### src/hw/rtl/spcs_pkg.sv
// Package for the servo and pulse code sender: command codes, register map,
// reset values and the structs passed between the core and its units.
// No dependencies.
`timescale 1ns / 1ps

package spcs_pkg;

    localparam int unsigned ValueWidth  = 16;
    localparam int unsigned CountWidth  = 5;
    localparam int unsigned NumChannels = 4;
    localparam int unsigned ChanWidth   = 2;
    localparam int unsigned AddrWidth   = 4;
    localparam int unsigned DataWidth   = 32;

    localparam logic [ValueWidth-1:0] PreambleReset = 16'd625;
    localparam logic [ValueWidth-1:0] OneReset      = 16'd317;
    localparam logic [ValueWidth-1:0] ShortReset    = 16'd80;
    localparam logic [CountWidth-1:0] BitCountReset = 5'd12;
    localparam logic [CountWidth-1:0] MaxBits       = 5'd16;

    // register indexes on the configuration port
    typedef enum logic [1:0] {
        REG_PREAMBLE  = 2'd0,
        REG_ONE       = 2'd1,
        REG_SHORT     = 2'd2,
        REG_BIT_COUNT = 2'd3
    } reg_idx_t;

    typedef enum logic [2:0] {
        CMD_TICK    = 3'd0,
        CMD_SET_ONE = 3'd1,
        CMD_OFF_ONE = 3'd2,
        CMD_SET_ALL = 3'd3,
        CMD_OFF_ALL = 3'd4,
        CMD_SEND    = 3'd5,
        CMD_MATCH   = 3'd6
    } cmd_t;

    typedef struct packed {
        logic [2:0]            cmd;
        logic [ChanWidth-1:0]  channel;
        logic [ValueWidth-1:0] value_a;
        logic [ValueWidth-1:0] value_b;
        logic [ValueWidth-1:0] value_c;
        logic [ValueWidth-1:0] value_d;
        logic [ValueWidth-1:0] code_word;
    } item_t;

    typedef struct packed {
        logic [ValueWidth-1:0] preamble_ticks;
        logic [ValueWidth-1:0] one_ticks;
        logic [ValueWidth-1:0] short_ticks;
        logic [CountWidth-1:0] bit_count;
    } cfg_t;

endpackage

### src/hw/rtl/spcs_servo.sv
// Servo compare bank: shadow and active values, enable and pending bits.
// Depends on spcs_pkg.
`timescale 1ns / 1ps

module spcs_servo
(
    input  logic                             clk,
    input  logic                             rst_n,
    input  logic                             step,
    input  spcs_pkg::item_t                  item,
    output logic [spcs_pkg::ValueWidth-1:0]  active_0,
    output logic [spcs_pkg::ValueWidth-1:0]  active_1,
    output logic [spcs_pkg::ValueWidth-1:0]  active_2,
    output logic [spcs_pkg::ValueWidth-1:0]  active_3,
    output logic [spcs_pkg::NumChannels-1:0] enable_mask,
    output logic [spcs_pkg::NumChannels-1:0] pending_mask
);

    logic [spcs_pkg::ValueWidth-1:0]  shadow_reg [spcs_pkg::NumChannels];
    logic [spcs_pkg::ValueWidth-1:0]  shadow_next [spcs_pkg::NumChannels];
    logic [spcs_pkg::ValueWidth-1:0]  active_reg [spcs_pkg::NumChannels];
    logic [spcs_pkg::ValueWidth-1:0]  active_next [spcs_pkg::NumChannels];
    logic [spcs_pkg::NumChannels-1:0] enable_reg, enable_next;
    logic [spcs_pkg::NumChannels-1:0] pending_reg, pending_next;
    logic [spcs_pkg::NumChannels-1:0] sel;

    assign sel = spcs_pkg::NumChannels'(1) << item.channel;

    always_comb
    begin
        shadow_next  = shadow_reg;
        active_next  = active_reg;
        enable_next  = enable_reg;
        pending_next = pending_reg;
        case (spcs_pkg::cmd_t'(item.cmd))
            spcs_pkg::CMD_SET_ONE:
            begin
                shadow_next[item.channel] = item.value_a;
                enable_next  = enable_reg | sel;
                pending_next = pending_reg | sel;
            end
            spcs_pkg::CMD_OFF_ONE:
            begin
                enable_next = enable_reg & ~sel;
            end
            spcs_pkg::CMD_SET_ALL:
            begin
                shadow_next[0] = item.value_a;
                shadow_next[1] = item.value_b;
                shadow_next[2] = item.value_c;
                shadow_next[3] = item.value_d;
                enable_next  = '1;
                pending_next = '1;
            end
            spcs_pkg::CMD_OFF_ALL:
            begin
                enable_next = '0;
            end
            spcs_pkg::CMD_MATCH:
            begin
                // a disabled comparator never matches
                if ((pending_reg & enable_reg & sel) != '0)
                begin
                    active_next[item.channel] = shadow_reg[item.channel];
                    pending_next = pending_reg & ~sel;
                end
            end
            default:
            begin
            end
        endcase
    end

    always_ff @(posedge clk or negedge rst_n)
    begin
        if (!rst_n)
        begin
            for (int i = 0; i < spcs_pkg::NumChannels; i++)
            begin
                shadow_reg[i] <= '0;
                active_reg[i] <= '0;
            end
            enable_reg  <= '1;
            pending_reg <= '0;
        end
        else if (step)
        begin
            shadow_reg  <= shadow_next;
            active_reg  <= active_next;
            enable_reg  <= enable_next;
            pending_reg <= pending_next;
        end
    end

    assign active_0     = active_reg[0];
    assign active_1     = active_reg[1];
    assign active_2     = active_reg[2];
    assign active_3     = active_reg[3];
    assign enable_mask  = enable_reg;
    assign pending_mask = pending_reg;

endmodule

### src/hw/rtl/spcs_sender.sv
// Pulse-width code sender: preamble, bit high phases and low gaps, LSB first.
// Depends on spcs_pkg.
`timescale 1ns / 1ps

module spcs_sender
(
    input  logic            clk,
    input  logic            rst_n,
    input  logic            step,
    input  spcs_pkg::item_t item,
    input  spcs_pkg::cfg_t  cfg,
    output logic            line_level,
    output logic            sending
);

    logic [spcs_pkg::ValueWidth-1:0] code_reg, code_next;
    logic [spcs_pkg::ValueWidth-1:0] ticks_reg, ticks_next;
    logic [spcs_pkg::CountWidth-1:0] bits_reg, bits_next;
    logic                            low_reg, low_next;
    logic                            busy_reg, busy_next;
    logic                            line_reg, line_next;

    always_comb
    begin
        code_next  = code_reg;
        ticks_next = ticks_reg;
        bits_next  = bits_reg;
        low_next   = low_reg;
        busy_next  = busy_reg;
        line_next  = line_reg;
        case (spcs_pkg::cmd_t'(item.cmd))
            spcs_pkg::CMD_TICK:
            begin
                if (busy_reg)
                begin
                    if (ticks_reg != '0)
                    begin
                        ticks_next = ticks_reg - 1'b1;
                    end
                    else if (low_reg)
                    begin
                        low_next  = 1'b0;
                        line_next = 1'b1;
                        if (bits_reg != '0)
                        begin
                            bits_next  = bits_reg - 1'b1;
                            ticks_next = code_reg[0] ? cfg.one_ticks : cfg.short_ticks;
                            code_next  = code_reg >> 1;
                        end
                        else
                        begin
                            busy_next = 1'b0;
                        end
                    end
                    else
                    begin
                        low_next   = 1'b1;
                        ticks_next = cfg.short_ticks;
                        line_next  = 1'b0;
                    end
                end
            end
            spcs_pkg::CMD_SEND:
            begin
                // restarts from the preamble even mid-transfer
                code_next  = item.code_word;
                bits_next  = (cfg.bit_count > spcs_pkg::MaxBits) ? spcs_pkg::MaxBits
                                                                 : cfg.bit_count;
                ticks_next = cfg.preamble_ticks;
                low_next   = 1'b1;
                busy_next  = 1'b1;
                line_next  = 1'b0;
            end
            default:
            begin
            end
        endcase
    end

    always_ff @(posedge clk or negedge rst_n)
    begin
        if (!rst_n)
        begin
            code_reg  <= '0;
            ticks_reg <= '0;
            bits_reg  <= '0;
            low_reg   <= 1'b0;
            busy_reg  <= 1'b0;
            line_reg  <= 1'b1;
        end
        else if (step)
        begin
            code_reg  <= code_next;
            ticks_reg <= ticks_next;
            bits_reg  <= bits_next;
            low_reg   <= low_next;
            busy_reg  <= busy_next;
            line_reg  <= line_next;
        end
    end

    assign line_level = line_reg;
    assign sending    = busy_reg;

endmodule

### src/hw/rtl/servo_and_pulse_code_sender_core.sv
// Servo compare holder and pulse-width code sender, top level.
// Depends on spcs_pkg, spcs_servo and spcs_sender.
//
// Use:
//  - Input channel (in_valid/in_ready): one command per transfer. A tick
//    command advances the code timing; the others set or disable servo
//    channels, start a code, or signal a compare match.
//  - Output channel (out_valid/out_ready): exactly one result per command,
//    showing line level, sending flag, active values and the enable and
//    pending masks after that command.
//  - APB port: four timing registers at byte addresses 0, 4, 8 and 12; the
//    user must write them only while the block is idle, as the block does
//    not enforce it. pready is tied high.
// Throughput: one command per cycle while the receiver keeps out_ready high;
//   set by the single update step between the input register and the
//   state/result registers.
// Reset: servo values and pending bits clear, all channels enabled, line
//   high and sender idle; registers return to their default timings.
// Stall: while the receiver holds out_ready low the result is held; one more
//   command waits in the input register, then in_ready drops.
`timescale 1ns / 1ps

module servo_and_pulse_code_sender_core
(
    input  logic                             clk,
    input  logic                             rst_n,
    // command channel
    input  logic                             in_valid,
    output logic                             in_ready,
    input  logic [2:0]                       cmd,
    input  logic [spcs_pkg::ChanWidth-1:0]   channel,
    input  logic [spcs_pkg::ValueWidth-1:0]  value_a,
    input  logic [spcs_pkg::ValueWidth-1:0]  value_b,
    input  logic [spcs_pkg::ValueWidth-1:0]  value_c,
    input  logic [spcs_pkg::ValueWidth-1:0]  value_d,
    input  logic [spcs_pkg::ValueWidth-1:0]  code_word,
    // result channel
    output logic                             out_valid,
    input  logic                             out_ready,
    output logic                             line_level,
    output logic                             sending,
    output logic [spcs_pkg::ValueWidth-1:0]  active_0,
    output logic [spcs_pkg::ValueWidth-1:0]  active_1,
    output logic [spcs_pkg::ValueWidth-1:0]  active_2,
    output logic [spcs_pkg::ValueWidth-1:0]  active_3,
    output logic [spcs_pkg::NumChannels-1:0] enable_mask,
    output logic [spcs_pkg::NumChannels-1:0] pending_mask,
    // APB configuration port
    input  logic                             psel,
    input  logic                             penable,
    input  logic                             pwrite,
    input  logic [spcs_pkg::AddrWidth-1:0]   paddr,
    input  logic [spcs_pkg::DataWidth-1:0]   pwdata,
    output logic [spcs_pkg::DataWidth-1:0]   prdata,
    output logic                             pready
);

    // configuration registers
    spcs_pkg::cfg_t cfg_reg;
    logic           cfg_wr;
    spcs_pkg::reg_idx_t reg_sel;

    assign pready  = 1'b1;
    assign cfg_wr  = psel && penable && pwrite;
    assign reg_sel = spcs_pkg::reg_idx_t'(paddr[3:2]);

    always_ff @(posedge clk or negedge rst_n)
    begin
        if (!rst_n)
        begin
            cfg_reg.preamble_ticks <= spcs_pkg::PreambleReset;
            cfg_reg.one_ticks      <= spcs_pkg::OneReset;
            cfg_reg.short_ticks    <= spcs_pkg::ShortReset;
            cfg_reg.bit_count      <= spcs_pkg::BitCountReset;
        end
        else if (cfg_wr)
        begin
            case (reg_sel)
                spcs_pkg::REG_PREAMBLE:  cfg_reg.preamble_ticks <= pwdata[15:0];
                spcs_pkg::REG_ONE:       cfg_reg.one_ticks      <= pwdata[15:0];
                spcs_pkg::REG_SHORT:     cfg_reg.short_ticks    <= pwdata[15:0];
                spcs_pkg::REG_BIT_COUNT: cfg_reg.bit_count      <= pwdata[4:0];
                default:
                begin
                end
            endcase
        end
    end

    always_comb
    begin
        case (reg_sel)
            spcs_pkg::REG_PREAMBLE:  prdata = {16'd0, cfg_reg.preamble_ticks};
            spcs_pkg::REG_ONE:       prdata = {16'd0, cfg_reg.one_ticks};
            spcs_pkg::REG_SHORT:     prdata = {16'd0, cfg_reg.short_ticks};
            spcs_pkg::REG_BIT_COUNT: prdata = {27'd0, cfg_reg.bit_count};
            default:                 prdata = '0;
        endcase
    end

    // input register; the state registers in the units double as the result
    // register, as they only change when a result is loaded
    logic            in_valid_reg;
    spcs_pkg::item_t item_reg;
    logic            out_valid_reg, out_valid_next;
    logic            out_free;
    logic            advance;

    assign out_free = !out_valid_reg || out_ready;
    assign advance  = in_valid_reg && out_free;
    assign in_ready = !in_valid_reg || out_free;

    always_comb
    begin
        if (advance)
            out_valid_next = 1'b1;
        else if (out_ready)
            out_valid_next = 1'b0;
        else
            out_valid_next = out_valid_reg;
    end

    always_ff @(posedge clk or negedge rst_n)
    begin
        if (!rst_n)
        begin
            in_valid_reg  <= 1'b0;
            out_valid_reg <= 1'b0;
        end
        else
        begin
            if (in_ready)
                in_valid_reg <= in_valid;
            out_valid_reg <= out_valid_next;
        end
    end

    always_ff @(posedge clk)
    begin
        if (in_valid && in_ready)
        begin
            item_reg.cmd       <= cmd;
            item_reg.channel   <= channel;
            item_reg.value_a   <= value_a;
            item_reg.value_b   <= value_b;
            item_reg.value_c   <= value_c;
            item_reg.value_d   <= value_d;
            item_reg.code_word <= code_word;
        end
    end

    assign out_valid = out_valid_reg;

    spcs_servo u_servo
    (
        .clk          (clk),
        .rst_n        (rst_n),
        .step         (advance),
        .item         (item_reg),
        .active_0     (active_0),
        .active_1     (active_1),
        .active_2     (active_2),
        .active_3     (active_3),
        .enable_mask  (enable_mask),
        .pending_mask (pending_mask)
    );

    spcs_sender u_sender
    (
        .clk        (clk),
        .rst_n      (rst_n),
        .step       (advance),
        .item       (item_reg),
        .cfg        (cfg_reg),
        .line_level (line_level),
        .sending    (sending)
    );

endmodule

### config.mk
export PLATFORM = sky130hd
export DESIGN_NAME = servo_and_pulse_code_sender_core
export DESIGN_NICKNAME = d
export VERILOG_FILES = /design/src/hw/rtl/spcs_pkg.sv /design/src/hw/rtl/spcs_servo.sv /design/src/hw/rtl/spcs_sender.sv /design/src/hw/rtl/servo_and_pulse_code_sender_core.sv
export SDC_FILE = /design/constraint.sdc
export NUM_CORES = 1
export LEC_CHECK = 0
export BUFFER_PORTS_ARGS = -buffer_cell sky130_fd_sc_hd__buf_2
export CAP_MARGIN = 20
export CORE_MARGIN = 3
export CORE_UTILIZATION = 50
export DETAILED_ROUTE_END_ITERATION = 10
export GPL_TIMING_DRIVEN = 0
export PLACE_DENSITY = 0.72
export SKIP_LAST_GASP = 1
export SLEW_MARGIN = 20
export SYNTH_ARGS = -nofsm -noshare
export SYNTH_HDL_FRONTEND = slang
export SYNTH_HIERARCHICAL = 1
export SYNTH_SLANG_ARGS = --single-unit
### constraint.sdc
create_clock -name clk -period 3.3 [get_ports clk]
set_input_delay 0.165 -clock clk [delete_from_list [all_inputs] [get_ports clk]]
set_output_delay 0.165 -clock clk [all_outputs]
set_load 0.05 [all_outputs]
==> results.json <==
{
  "outcome": "complete, no violations",
  "layout.nets": 1637,
  "syn_inst": 1145,
  "largest_reg_flops": 85,
  "first_pass_iters": 5,
  "ys_types": 74,
  "drv_cap": 0,
  "hold_path.class": "input pin to asynchronous set/reset pin",
  "ys_async_sr_fraction_pct": 73.1,
  "ys_ff_latch": 316,
  "syn_area_per_cell_um2": 12.6,
  "startpoint_type": "register",
  "gp_congestion": 0.914,
  "synth_top_family_by_area": "multiplexers",
  "timing.hold.ws_ns": 0.209,
  "critPathBufInv": 3,
  "yosysSeqAreaShare_pct": 58.0,
  "clk_path_buf_depth": 3,
  "viasPerCell": 5.69,
  "synth_area_leaders": "dfrtp_1 (37%), edfxtp_1 (18%), mux2_2 (7.3%)",
  "grtUsageTotal_pct": 24.7,
  "yosys.area.top_type_share_pct": 36.7,
  "register_area_um2": 8360,
  "synth_top_flop_cell": "dfrtp_1",
  "crit_type": "register to register",
  "drt_iter0_drc": 994,
  "synth_edf_count": 85,
  "place_hpwl_mm": 25.6,
  "finalSetupTns_ns": 0,
  "synth-xor-area-share_pct": 0.182,
  "multi_input_area_um2": 5520,
  "worstPathCellList": "inv_1 -> ha_1 -> nor4b_2 -> and4_1 -> buf_2 -> buf_2 -> nand3_1 -> nand3_1 -> a31oi_1",
  "yosysWarnings": 6,
  "die_area_um2": 30900,
  "grt_overflow": 0,
  "synthMuxAreaShare_pct": 17.2,
  "tightest_slew_ns": 1.04,
  "drt_drc_violations_left": 0,
  "slowest_delay_ns": 0.52,
  "syn_to_final_growth_pct": 26.1,
  "grt_pass1_vias": 10744,
  "rsz0062_at_grt": "no",
  "path_delay_family": "simple AND/OR/NAND/NOR gates",
  "p_leak_nw": 8.25,
  "rows": 61,
  "cp_slowest_cell": "nor4b_2",
  "setup_viol_count_final": 0,
  "postCtsSetupBuffers": 0,
  "yosysTopAreaCell": "dfrtp_1",
  "drive_above_1_share_pct": 33.2,
  "timing.final.crit_period_ns": 2.76,
  "cts.sinks": 316,
  "clk_latency_ns": 0.51,
  "synth_compound_area_share_pct": 8.65,
  "die_h_um": 176,
  "skew_ns": 0.0189,
  "wl_per_cell_um": 20.2,
  "synthAdderAreaFrac_pct": 0.348,
  "final.period_utilization_pct": 83.7,
  "tritoncts": "yes",
  "ctsHtreeMaxLevel": 2,
  "antenna_found_initial": 1,
  "hold_violations": 0,
  "start_util_pct": 51.3,
  "layoutNonFillerInstCount": 1910,
  "grt_first_pass_wirelength_mm": 60.0,
  "place_area_um2": 16000,
  "fp.dieW_um": 176,
  "postRouteAntennaNets": 0,
  "core_area_um2": 28100,
  "r2r-start": "u_sender/ticks_reg[0]$_DFFE_PN0P_",
  "critical_path_required_ns": 3.66,
  "placed_cells": 1742,
  "synth_area_um2": 14400,
  "fmaxAchievable_mhz": 362,
  "synthSimpleGateAreaFrac_pct": 11.5,
  "port_buffers": 201,
  "p_per_area_nw_per_um2": 606,
  "grt_start_max_net_pins": 101,
  "clk_pin_slew_worst_paths_ns": 0.06,
  "fillers": 2127,
  "slew_headroom_pct": 30.0,
  "design_area_um2": 18200,
  "utilization_pct": 64.7,
  "max-vdd-ir-drop_v": 0.000371,
  "critPathCaptureType": "register",
  "cp_max_fo": 10,
  "via_count": 10869,
  "arrival_ns": 3.12,
  "cts_root_buf": "clkbuf_16",
  "slew_violations": 0,
  "cts_made_buffers": 35,
  "routed_wl_mm": 38.6,
  "pin_count": 237,
  "cp-startpoint": "u_sender/ticks_reg[0]$_DFFE_PN0P_"
}
## per-stage QoR
step | worst slack, ns | power, W
after global placement | -2.00 | 0.00714
after CTS | 0.625 | 0.0110
after floorplan | 0.581 | 0.00654
after global routing | 0.230 | 0.0115
final | 0.539 | 0.0110
after detailed placement | 0.648 | 0.00724
## layout by cell type, fill, tap and decap left out, drive strengths merged, types with 5 or more instances in the layout
master and count:
mux4 21, nand2 133, a31oi 22, or3 5, mux2 136, clkinv 11, inv 21, o21ai 97
nor2 34, dfrtp 211, a21oi 63, nand4b 7, and3 53, nand3 21, dlygate4sd3 104, clkbuf 81
nor3 9, buf 257, or4 8, nand4 6, dfstp 20, conb 17, mux2i 31, edfxtp 85
## path summary, 6_finish.rpt
kind / to / slack [ns] / cells after the start
worst max-delay path: u_sender/ticks_reg[9]$_DFFE_PN0P_ / 0.54 / 9
worst max register to register: u_sender/ticks_reg[9]$_DFFE_PN0P_ / 0.54 / 9
max in group asynchronous: u_servo/enable_mask[0]$_DFFE_PN1P_ / 2.18 / 3
min in group clk: cfg_reg[35]$_DFFE_PN0P_ / 0.21 / 3
worst min register to register: u_servo/shadow_reg[28]$_DFFE_PN0P_ / 0.47 / 2
worst min-delay path: cfg_reg[30]$_DFFE_PN0P_ / 0.21 / 2
## where the power goes
group	switching, W	internal, W
Sequential	0.000484	0.00464
Clock	0.00156	0.00213
Combinational	0.00128	0.000909
Total	0.00332	0.00768
## worst register-to-register path: stages, from the launching register on
cell     delay, ns
dfrtp_1       0.47
inv_1         0.14
ha_1          0.25
nor4b_2       0.53
and4_1        0.31
buf_2         0.25
buf_2         0.30
nand3_1       0.17
nand3_1       0.12
a31oi_1       0.09
## cell families (layout without fill, tap and decap cells)
family,count (synthesis),after routing
buf+inv,107,478
other cells,2,18
fa+ha+maj,4,4
simple gates,308,308
mux,188,188
xor+xnor,3,3
flops,316,316
compound gates,217,217
## repair_timing
| item | CTS | global route |
|---|---|---|
| hold buffers | 104 | 0 |
| resized for setup | 0 | 0 |
| hold endpoints to repair | 200 | 0 |
## cell usage after synthesis (3+ instances only)
master and n:
dfrtp_1 211, nand2_1 133, mux2_2 93, o21ai_0 92, edfxtp_1 85, a21oi_1 63
and3_1 52, mux2_4 43, clkbuf_1 36, nor2_1 34, mux2i_1 31, a31oi_1 22
buf_2 22, mux4_2 21, buf_4 20, dfstp_2 20, inv_1 18, nand3_1 17
nor3_1 9, buf_6 8, nand4b_1 7, nand4_1 5, a221oi_1 4, a22o_1 4
and2_1 4, ha_1 4, nand2b_1 4, nand3_4 4, o211ai_1 4, o21ai_1 4
or3_1 4, or4_1 4, and3b_1 3, nand3b_1 3, o2111ai_1 3, o2bb2ai_1 3
or4_4 3
## per-layer routing
metal | vias up | global-route usage [%] | routed length [um]
li1 | 4879 | - | -
met5 | - | 0 | 0
met4 | 0 | 6.96 | 781
met1 | 5395 | 35.0 | 16500
met3 | 67 | 4.63 | 3190
met2 | 528 | 39.5 | 18100
## area by class of cell
| type | instances | share of cell area, % |
|---|---|---|
| sequential | 316 | 46.0 |
| multi-input combinational | 737 | 30.4 |
| timing repair buffer | 308 | 11.8 |
| clock buffer | 45 | 5.25 |
| buffer | 89 | 2.83 |
| tap | 378 | 2.60 |
| clock inverter | 18 | 0.717 |
| inverter | 18 | 0.372 |
| antenna | 1 | 0.0138 |
Note: power is estimated with default switching activity, not from simulation.
